File: config.mk
export PLATFORM = sky130hd
export DESIGN_NAME = sorted_max_priority_queue
export DESIGN_NICKNAME = d
export VERILOG_FILES = /design/src/spq_pkg.sv /design/src/spq_cell.sv /design/src/sorted_max_priority_queue.sv
export SDC_FILE = /design/constraint.sdc
export NUM_CORES = 2
export LEC_CHECK = 0
export BUFFER_PORTS_ARGS = -buffer_cell sky130_fd_sc_hd__buf_4
export CAP_MARGIN = 5
export CELL_PAD_IN_SITES_DETAIL_PLACEMENT = 1
export CELL_PAD_IN_SITES_GLOBAL_PLACEMENT = 2
export CORE_MARGIN = 2
export CORE_UTILIZATION = 35
export DETAILED_ROUTE_END_ITERATION = 7
export PLACE_DENSITY_LB_ADDON = 0.2
export SLEW_MARGIN = 20
export SYNTH_ARGS = -nofsm -noshare
export SYNTH_HDL_FRONTEND = slang
export SYNTH_SLANG_ARGS = --single-unit
File: constraint.sdc
create_clock -name clk -period 10.2 [get_ports clk]
set_clock_uncertainty 0.15 [all_clocks]
set_input_delay 2.04 -clock clk [delete_from_list [all_inputs] [get_ports clk]]
set_output_delay 2.04 -clock clk [all_outputs]
set_load 0.02 [all_outputs]
File: src/spq_pkg.sv
`timescale 1ns / 1ps
// ----------------------------------------------------------------------------
// spq_pkg
// Shared types and constants for the sorted max-priority queue.
// ----------------------------------------------------------------------------
package spq_pkg;

  localparam int VAL_W         = 31;
  localparam int CMD_W         = 2;
  localparam int CNT_OUT_W     = 5;
  localparam int DEFAULT_DEPTH = 16;

  localparam logic [CMD_W-1:0] CMD_PUSH = 2'd0;
  localparam logic [CMD_W-1:0] CMD_POP  = 2'd1;
  localparam logic [CMD_W-1:0] CMD_PEEK = 2'd2;

  // Broadcast from the controller to every cell in the row.
  typedef struct packed {
    logic             push;
    logic             pop;
    logic [VAL_W-1:0] value;
  } spq_ctl_t;

endpackage

File: src/spq_cell.sv
`timescale 1ns / 1ps
// ----------------------------------------------------------------------------
// spq_cell
// One slot of the sorted row: holds a value, shifts right on insert, left on pop.
// ----------------------------------------------------------------------------
module spq_cell
  import spq_pkg::*;
(
  input  logic             clk,
  input  spq_ctl_t         ctl,
  input  logic             occ,
  input  logic             left_ge,
  input  logic [VAL_W-1:0] left_val,
  input  logic [VAL_W-1:0] right_val,
  output logic [VAL_W-1:0] val,
  output logic             ge
);

  logic [VAL_W-1:0] val_r;
  logic [VAL_W-1:0] val_nxt;

  // This slot holds a value that stays ahead of the new one.
  assign ge  = occ && (val_r >= ctl.value);
  assign val = val_r;

  always_comb begin
    val_nxt = val_r;
    if (ctl.push) begin
      if (!ge) begin
        val_nxt = left_ge ? ctl.value : left_val;
      end
    end else if (ctl.pop) begin
      val_nxt = right_val;
    end
  end

  always_ff @(posedge clk) begin
    val_r <= val_nxt;
  end

endmodule

File: src/sorted_max_priority_queue.sv
`timescale 1ns / 1ps
// ----------------------------------------------------------------------------
// sorted_max_priority_queue
// Bounded max-priority queue kept in descending order in a row of cells.
// ----------------------------------------------------------------------------
// Commands are taken on any cycle with start high; busy is always low, so one
// item enters every clock. Each command gives exactly one result, shown with
// out_valid high for one cycle, the cycle right after the command is taken;
// the receiver cannot stall, so sample it then. Each command is handled by
// the row of cells: every slot compares its value to the pushed one in
// parallel and shifts toward its neighbor in the same cycle. A push inserts
// behind equal values, a pop drops the largest (no-op when empty), a peek and
// the unused code act as a read. A push to a full queue is dropped and flags
// out_overflow on its result. The result reports the queue after the command:
// the largest value (0 when empty), the count and an empty flag.
// ----------------------------------------------------------------------------
module sorted_max_priority_queue
  import spq_pkg::*;
#(
  parameter int QUEUE_DEPTH = DEFAULT_DEPTH
) (
  input  logic                 clk,
  input  logic                 rst_n,
  input  logic                 start,
  output logic                 busy,
  input  logic [CMD_W-1:0]     in_command,
  input  logic [VAL_W-1:0]     in_value,
  output logic                 out_valid,
  output logic [VAL_W-1:0]     out_top_value,
  output logic [CNT_OUT_W-1:0] out_entry_count,
  output logic                 out_is_empty,
  output logic                 out_overflow
);

  localparam int CNT_W = $clog2(QUEUE_DEPTH + 1);

  logic             accept;
  logic             full;
  logic             empty;
  logic             is_push;
  logic             is_pop;
  spq_ctl_t         ctl;

  logic [CNT_W-1:0] count_r;
  logic [CNT_W-1:0] count_nxt;
  logic             out_valid_r;
  logic             out_overflow_r;

  logic [VAL_W-1:0] cell_val [QUEUE_DEPTH];
  logic             cell_ge  [QUEUE_DEPTH];

  // Never stall the sender.
  assign busy   = 1'b0;
  assign accept = start && !busy;
  assign full   = (count_r == CNT_W'(QUEUE_DEPTH));
  assign empty  = (count_r == '0);

  // Decode the command; the unused code reads like a peek.
  always_comb begin
    is_push = 1'b0;
    is_pop  = 1'b0;
    unique case (in_command)
      CMD_PUSH: is_push = 1'b1;
      CMD_POP:  is_pop  = 1'b1;
      CMD_PEEK: ;
      default:  ;
    endcase
  end

  // Drop a push to a full queue and a pop from an empty one.
  assign ctl.push  = accept && is_push && !full;
  assign ctl.pop   = accept && is_pop && !empty;
  assign ctl.value = in_value;

  always_comb begin
    count_nxt = count_r;
    if (ctl.push) begin
      count_nxt = count_r + 1'b1;
    end else if (ctl.pop) begin
      count_nxt = count_r - 1'b1;
    end
  end

  // Row of cells: slot 0 holds the largest value. Each slot sees its left
  // neighbor's value and compare result for an insert, and its right
  // neighbor's value for a pop.
  for (genvar i = 0; i < QUEUE_DEPTH; i++) begin : g_cell
    logic             occ;
    logic             left_ge;
    logic [VAL_W-1:0] left_val;
    logic [VAL_W-1:0] right_val;

    assign occ = (CNT_W'(i) < count_r);

    if (i == 0) begin : g_head
      assign left_ge  = 1'b1;
      assign left_val = in_value;
    end else begin : g_body
      assign left_ge  = cell_ge[i-1];
      assign left_val = cell_val[i-1];
    end

    if (i == QUEUE_DEPTH - 1) begin : g_tail
      assign right_val = cell_val[i];
    end else begin : g_mid
      assign right_val = cell_val[i+1];
    end

    spq_cell u_cell (
      .clk       (clk),
      .ctl       (ctl),
      .occ       (occ),
      .left_ge   (left_ge),
      .left_val  (left_val),
      .right_val (right_val),
      .val       (cell_val[i]),
      .ge        (cell_ge[i])
    );
  end

  always_ff @(posedge clk) begin
    if (!rst_n) begin
      count_r        <= '0;
      out_valid_r    <= 1'b0;
      out_overflow_r <= 1'b0;
    end else begin
      count_r        <= count_nxt;
      out_valid_r    <= accept;
      out_overflow_r <= accept && is_push && full;
    end
  end

  // Report the queue as it stands after the command.
  assign out_valid       = out_valid_r;
  assign out_top_value   = empty ? '0 : cell_val[0];
  assign out_entry_count = CNT_OUT_W'(count_r);
  assign out_is_empty    = empty;
  assign out_overflow    = out_overflow_r;

  // Every taken command yields a result on the next cycle.
  a_result_follows: assert property (@(posedge clk) disable iff (!rst_n)
    accept |=> out_valid)
    else $error("result missing after accepted command");

  // A dropped push leaves the queue full.
  a_overflow_full: assert property (@(posedge clk) disable iff (!rst_n)
    out_overflow |-> (out_valid && full))
    else $error("overflow flagged on a queue that is not full");

  // A successful pop lowers the count by exactly one.
  a_pop_count: assert property (@(posedge clk) disable iff (!rst_n)
    ctl.pop |=> (count_r == $past(count_r) - 1'b1))
    else $error("pop did not decrement the count");

  // The count never exceeds the depth.
  a_count_bound: assert property (@(posedge clk) disable iff (!rst_n)
    count_r <= CNT_W'(QUEUE_DEPTH))
    else $error("entry count beyond queue depth");

endmodule
==> impl_metrics.prom <==
# TYPE chip_impl_metric gauge
chip_impl_metric{name="top_level_ports",unit=""} 76
chip_impl_metric{name="drt_pre_antenna_iters",unit=""} 7
chip_impl_metric{name="dp_hpwl",unit="mm"} 96.77
chip_impl_metric{name="whs_path_depth",unit=""} 2
chip_impl_metric{name="cts-resized-gates",unit=""} 0
chip_impl_metric{name="number_of_buffers_created_by_cts",unit=""} 66
chip_impl_metric{name="yosys_warnings",unit=""} 0
chip_impl_info{name="min_from",value="g_cell[15].u_cell.val[25]"} 1
chip_impl_metric{name="dieHeight",unit="um"} 332.2
chip_impl_info{name="crit_path_end_kind",value="register"} 1
chip_impl_metric{name="final_worst_path_cycle_share",unit="%"} 61.01
chip_impl_info{name="synthMostInstantiatedCell",value="sky130_fd_sc_hd__nand2_1"} 1
chip_impl_metric{name="maxSlewViolCount",unit=""} 0
chip_impl_metric{name="p_per_cell_area",unit="nW/um^2"} 143.2
chip_impl_metric{name="synth-edff-count",unit=""} 496
chip_impl_metric{name="floorplan.die_area",unit="um^2"} 110300
chip_impl_metric{name="design_area",unit="um^2"} 41830
chip_impl_metric{name="grt_max_degree",unit=""} 233
chip_impl_metric{name="tightest_slew",unit="ns"} 1.080
chip_impl_metric{name="relSlewSlack",unit="%"} 27.78
chip_impl_metric{name="clock_sink_count",unit=""} 503
chip_impl_info{name="yosysTopAreaCell",value="sky130_fd_sc_hd__edfxtp_1"} 1
chip_impl_metric{name="setup_viol_count_final",unit=""} 0
chip_impl_metric{name="worstRegToRegCells",unit=""} 9
chip_impl_metric{name="dp.cells",unit=""} 5061
chip_impl_metric{name="p_leak",unit="nW"} 18.05
chip_impl_metric{name="number_of_antenna_violations_at_the_first_check_in_global_routing",unit=""} 1
chip_impl_metric{name="global_route.overflow_total",unit=""} 0
chip_impl_metric{name="placement.io_buffers",unit=""} 74
chip_impl_metric{name="num_antenna_cells",unit=""} 0
chip_impl_metric{name="cap_violations",unit=""} 0
chip_impl_metric{name="cp_data_arrival_time",unit="ns"} 6.33
chip_impl_metric{name="wire_per_inst",unit="um"} 25.95
chip_impl_metric{name="setup_tns",unit="ns"} 0
chip_impl_metric{name="reg2reg_slack",unit="ns"} 5.52
chip_impl_metric{name="synthDominantCellAreaShare",unit="%"} 39.52
chip_impl_metric{name="avgViaCountPerCell",unit=""} 5.843
chip_impl_info{name="clock_tree_from_tritoncts",value="yes"} 1
chip_impl_info{name="outcome",value="finished, final reports clean"} 1
chip_impl_metric{name="clock_latency",unit="ns"} 0.64
chip_impl_metric{name="finalHoldWorstSlack",unit="ns"} 0.4277
chip_impl_metric{name="multiInputGateArea",unit="um^2"} 21400
chip_impl_metric{name="report.final.hold_viol_count",unit=""} 0
chip_impl_metric{name="critPathRequiredTime",unit="ns"} 10.31
chip_impl_metric{name="number_of_global_route_vias_before_repair",unit=""} 31490
chip_impl_metric{name="layout_cells_sized_above_1",unit="%"} 10.19
chip_impl_info{name="min_delay_worst_endpoint",value="g_cell[14].u_cell.val[25]"} 1
chip_impl_metric{name="post_cts_buffers",unit=""} 0
chip_impl_metric{name="synthesis.nets",unit=""} 4297
chip_impl_metric{name="detailroute.via_count",unit=""} 30270
chip_impl_info{name="r2r_end",value="g_cell[0].u_cell.val[6]"} 1
chip_impl_metric{name="detail_route.drc_violations",unit=""} 0
chip_impl_metric{name="met2_usage",unit="%"} 38.05
chip_impl_metric{name="critical_path.max_fanout",unit=""} 32
chip_impl_metric{name="starting_density_of_the_core",unit="%"} 35.26
chip_impl_metric{name="worst_setup_hold_path_clk_slew",unit="ns"} 0.06
chip_impl_metric{name="layout.area.seq",unit="um^2"} 15030
chip_impl_info{name="rsz0062_at_grt",value="false"} 1
chip_impl_metric{name="layout_min_cycle_time",unit="ns"} 6.223
chip_impl_info{name="critical_path_class",value="in2reg"} 1
chip_impl_metric{name="synth_sequential_area_ratio",unit="%"} 39.89
chip_impl_metric{name="final_stage_net_count",unit=""} 4262
chip_impl_metric{name="clk_path_buf_depth",unit=""} 3
chip_impl_info{name="clockRootBuffer",value="sky130_fd_sc_hd__clkbuf_16"} 1
chip_impl_metric{name="area_growth",unit="%"} 10.97
chip_impl_metric{name="max-vdd-ir-drop",unit="uV"} 98.92
chip_impl_metric{name="syn_area_per_cell",unit="um^2"} 10.02
chip_impl_metric{name="fillers",unit=""} 11880
chip_impl_metric{name="finalWirelength",unit="mm"} 134.4
chip_impl_info{name="layer_with_the_highest_usage",value="met2"} 1
chip_impl_metric{name="synth_cells",unit=""} 3762
chip_impl_metric{name="floorplan.die.width",unit="um"} 332.2
chip_impl_metric{name="final_cells",unit=""} 5181
chip_impl_metric{name="grt_first_pass_wirelength",unit="mm"} 204.8
chip_impl_info{name="synth.top_cells.by_area",value="sky130_fd_sc_hd__edfxtp_1, sky130_fd_sc_hd__ha_1, sky130_fd_sc_hd__mux2i_1"} 1
chip_impl_metric{name="placement_rows",unit=""} 120
chip_impl_metric{name="yosys.cell_types.count",unit=""} 72
chip_impl_metric{name="postRouteAntennaNets",unit=""} 0
chip_impl_info{name="crit_path_launch_type",value="input port"} 1
chip_impl_metric{name="post_synth_instance_area",unit="um^2"} 37690
chip_impl_metric{name="htree_num_levels",unit=""} 3
chip_impl_metric{name="dpl_cell_area",unit="um^2"} 39660
chip_impl_metric{name="coreArea",unit="um^2"} 106900
chip_impl_metric{name="all_layer_global_routing_usage",unit="%"} 24.07
chip_impl_info{name="ys_dominant_reg_cell",value="sky130_fd_sc_hd__edfxtp_1"} 1
chip_impl_info{name="yosys-top-cells-count",value="sky130_fd_sc_hd__nand2_1, sky130_fd_sc_hd__ha_1, sky130_fd_sc_hd__edfxtp_1"} 1
chip_impl_metric{name="asyncSetResetFlopFracSynth",unit="%"} 0
chip_impl_metric{name="max_clock_freq",unit="GHz"} 0.1607
chip_impl_metric{name="synth_seq_cells",unit=""} 503
chip_impl_metric{name="use_met3",unit="%"} 2.779
chip_impl_metric{name="place_congestion",unit=""} 0.8288
chip_impl_metric{name="met1_usage",unit="%"} 34.87
chip_impl_info{name="reg2reg_from",value="g_cell[0].u_cell.val[30]"} 1
chip_impl_info{name="hold_path_class",value="reg2reg"} 1
chip_impl_metric{name="drt_iter0_markers",unit=""} 1883
chip_impl_metric{name="cts-hold-fix-buffers",unit=""} 0
[area by class of cell]
| type | count | area share [%] |
|---|---|---|
| inverters | 62 | 0.5564 |
| clock inverters | 38 | 0.7060 |
| repair buffers | 163 | 3.033 |
| well taps | 1403 | 4.197 |
| flip-flops and latches | 503 | 35.94 |
| multi-input cells | 2931 | 51.15 |
| clock buffers | 81 | 4.409 |
[worst max-delay path, cell delays in order]
cell and delay (ns):
sky130_fd_sc_hd__buf_4 0.18, sky130_fd_sc_hd__inv_1 0.31, sky130_fd_sc_hd__buf_4 0.28, sky130_fd_sc_hd__ha_1 0.27, sky130_fd_sc_hd__and3_1 0.18, sky130_fd_sc_hd__a221oi_1 0.65, sky130_fd_sc_hd__and3_1 0.26, sky130_fd_sc_hd__o21ai_0 0.31
sky130_fd_sc_hd__a2111o_1 0.55, sky130_fd_sc_hd__nand3_2 0.10, sky130_fd_sc_hd__buf_4 0.49, sky130_fd_sc_hd__nand2_1 0.11, sky130_fd_sc_hd__nand2_1 0.10, sky130_fd_sc_hd__buf_4 0.45
[cell families (layout without fill, tap and decap cells)]
| family | Yosys count | after routing | synth area share (%) |
|---|---|---|---|
| AND/OR/NAND/NOR | 959 | 959 | 11.64 |
| XOR/XNOR | 3 | 3 | 0.06972 |
| buffers and inverters | 328 | 344 | 3.857 |
| AO/OA/AOI/OAI | 1101 | 1101 | 18.09 |
| adder cells (fa/ha/maj) | 499 | 499 | 16.56 |
| multiplexers | 368 | 368 | 9.876 |
| flip-flops | 503 | 503 | 39.89 |
| other | 1 | 1 | 0.009949 |
[layer usage]
metal,wire (um),share of wire (%)
met3,4613,3.4
met1,65910,49
met4,3200,2.4
met5,14,0.010
met2,60690,45
[state kept, by name, indices dropped and copies added, names as in the netlist]
name,cells
g_cell.u_cell.val,496
out_entry_count,5
out_valid,1
out_overflow,1
[cells in the final DEF (no fill, tap or decap), types with 76 or more instances in the layout]
cell type / netlist / final
sky130_fd_sc_hd__a21o_1: 121 / 121
sky130_fd_sc_hd__ha_1: 499 / 499
sky130_fd_sc_hd__o21ai_0: 454 / 449
sky130_fd_sc_hd__a21oi_1: 212 / 209
sky130_fd_sc_hd__buf_4: 13 / 160
sky130_fd_sc_hd__nor3_1: 77 / 76
sky130_fd_sc_hd__nor2_1: 112 / 111
sky130_fd_sc_hd__mux2i_1: 337 / 337
sky130_fd_sc_hd__o21ai_1: 79 / 78
sky130_fd_sc_hd__edfxtp_1: 496 / 496
sky130_fd_sc_hd__nand2_1: 509 / 508
[through the flow]
stage	setup slack (ns)	total power, mW	util (%)
2_1_floorplan	3.180	3.228	-
5_1_grt	3.747	6.255	39.13
3_5_place_dp	3.436	3.637	37.10
4_1_cts	4.074	6.049	39.10
3_3_place_gp	3.436	3.609	37.10
6_report	3.977	5.991	39.13
[where the power goes]
part           switching (mW)  internal (mW)
clock network           0.988           1.40
registers               0.117           2.42
logic                   0.677          0.381
[how the worst max path moves through the flow]
stage	cells past startpoint	from	slack, ns	endpoint
2_1_floorplan	11	in_value[16]	3.18	g_cell[12].u_cell.val[0]
3_3_place_gp	14	in_value[12]	3.44	g_cell[8].u_cell.val[0]
3_5_place_dp	14	in_value[12]	3.44	g_cell[8].u_cell.val[0]
4_1_cts	14	in_value[12]	4.07	g_cell[8].u_cell.val[1]
5_1_grt	14	in_value[12]	3.75	g_cell[8].u_cell.val[1]
6_report	14	in_value[12]	3.98	g_cell[8].u_cell.val[1]
(Power assumes the default switching activity.)
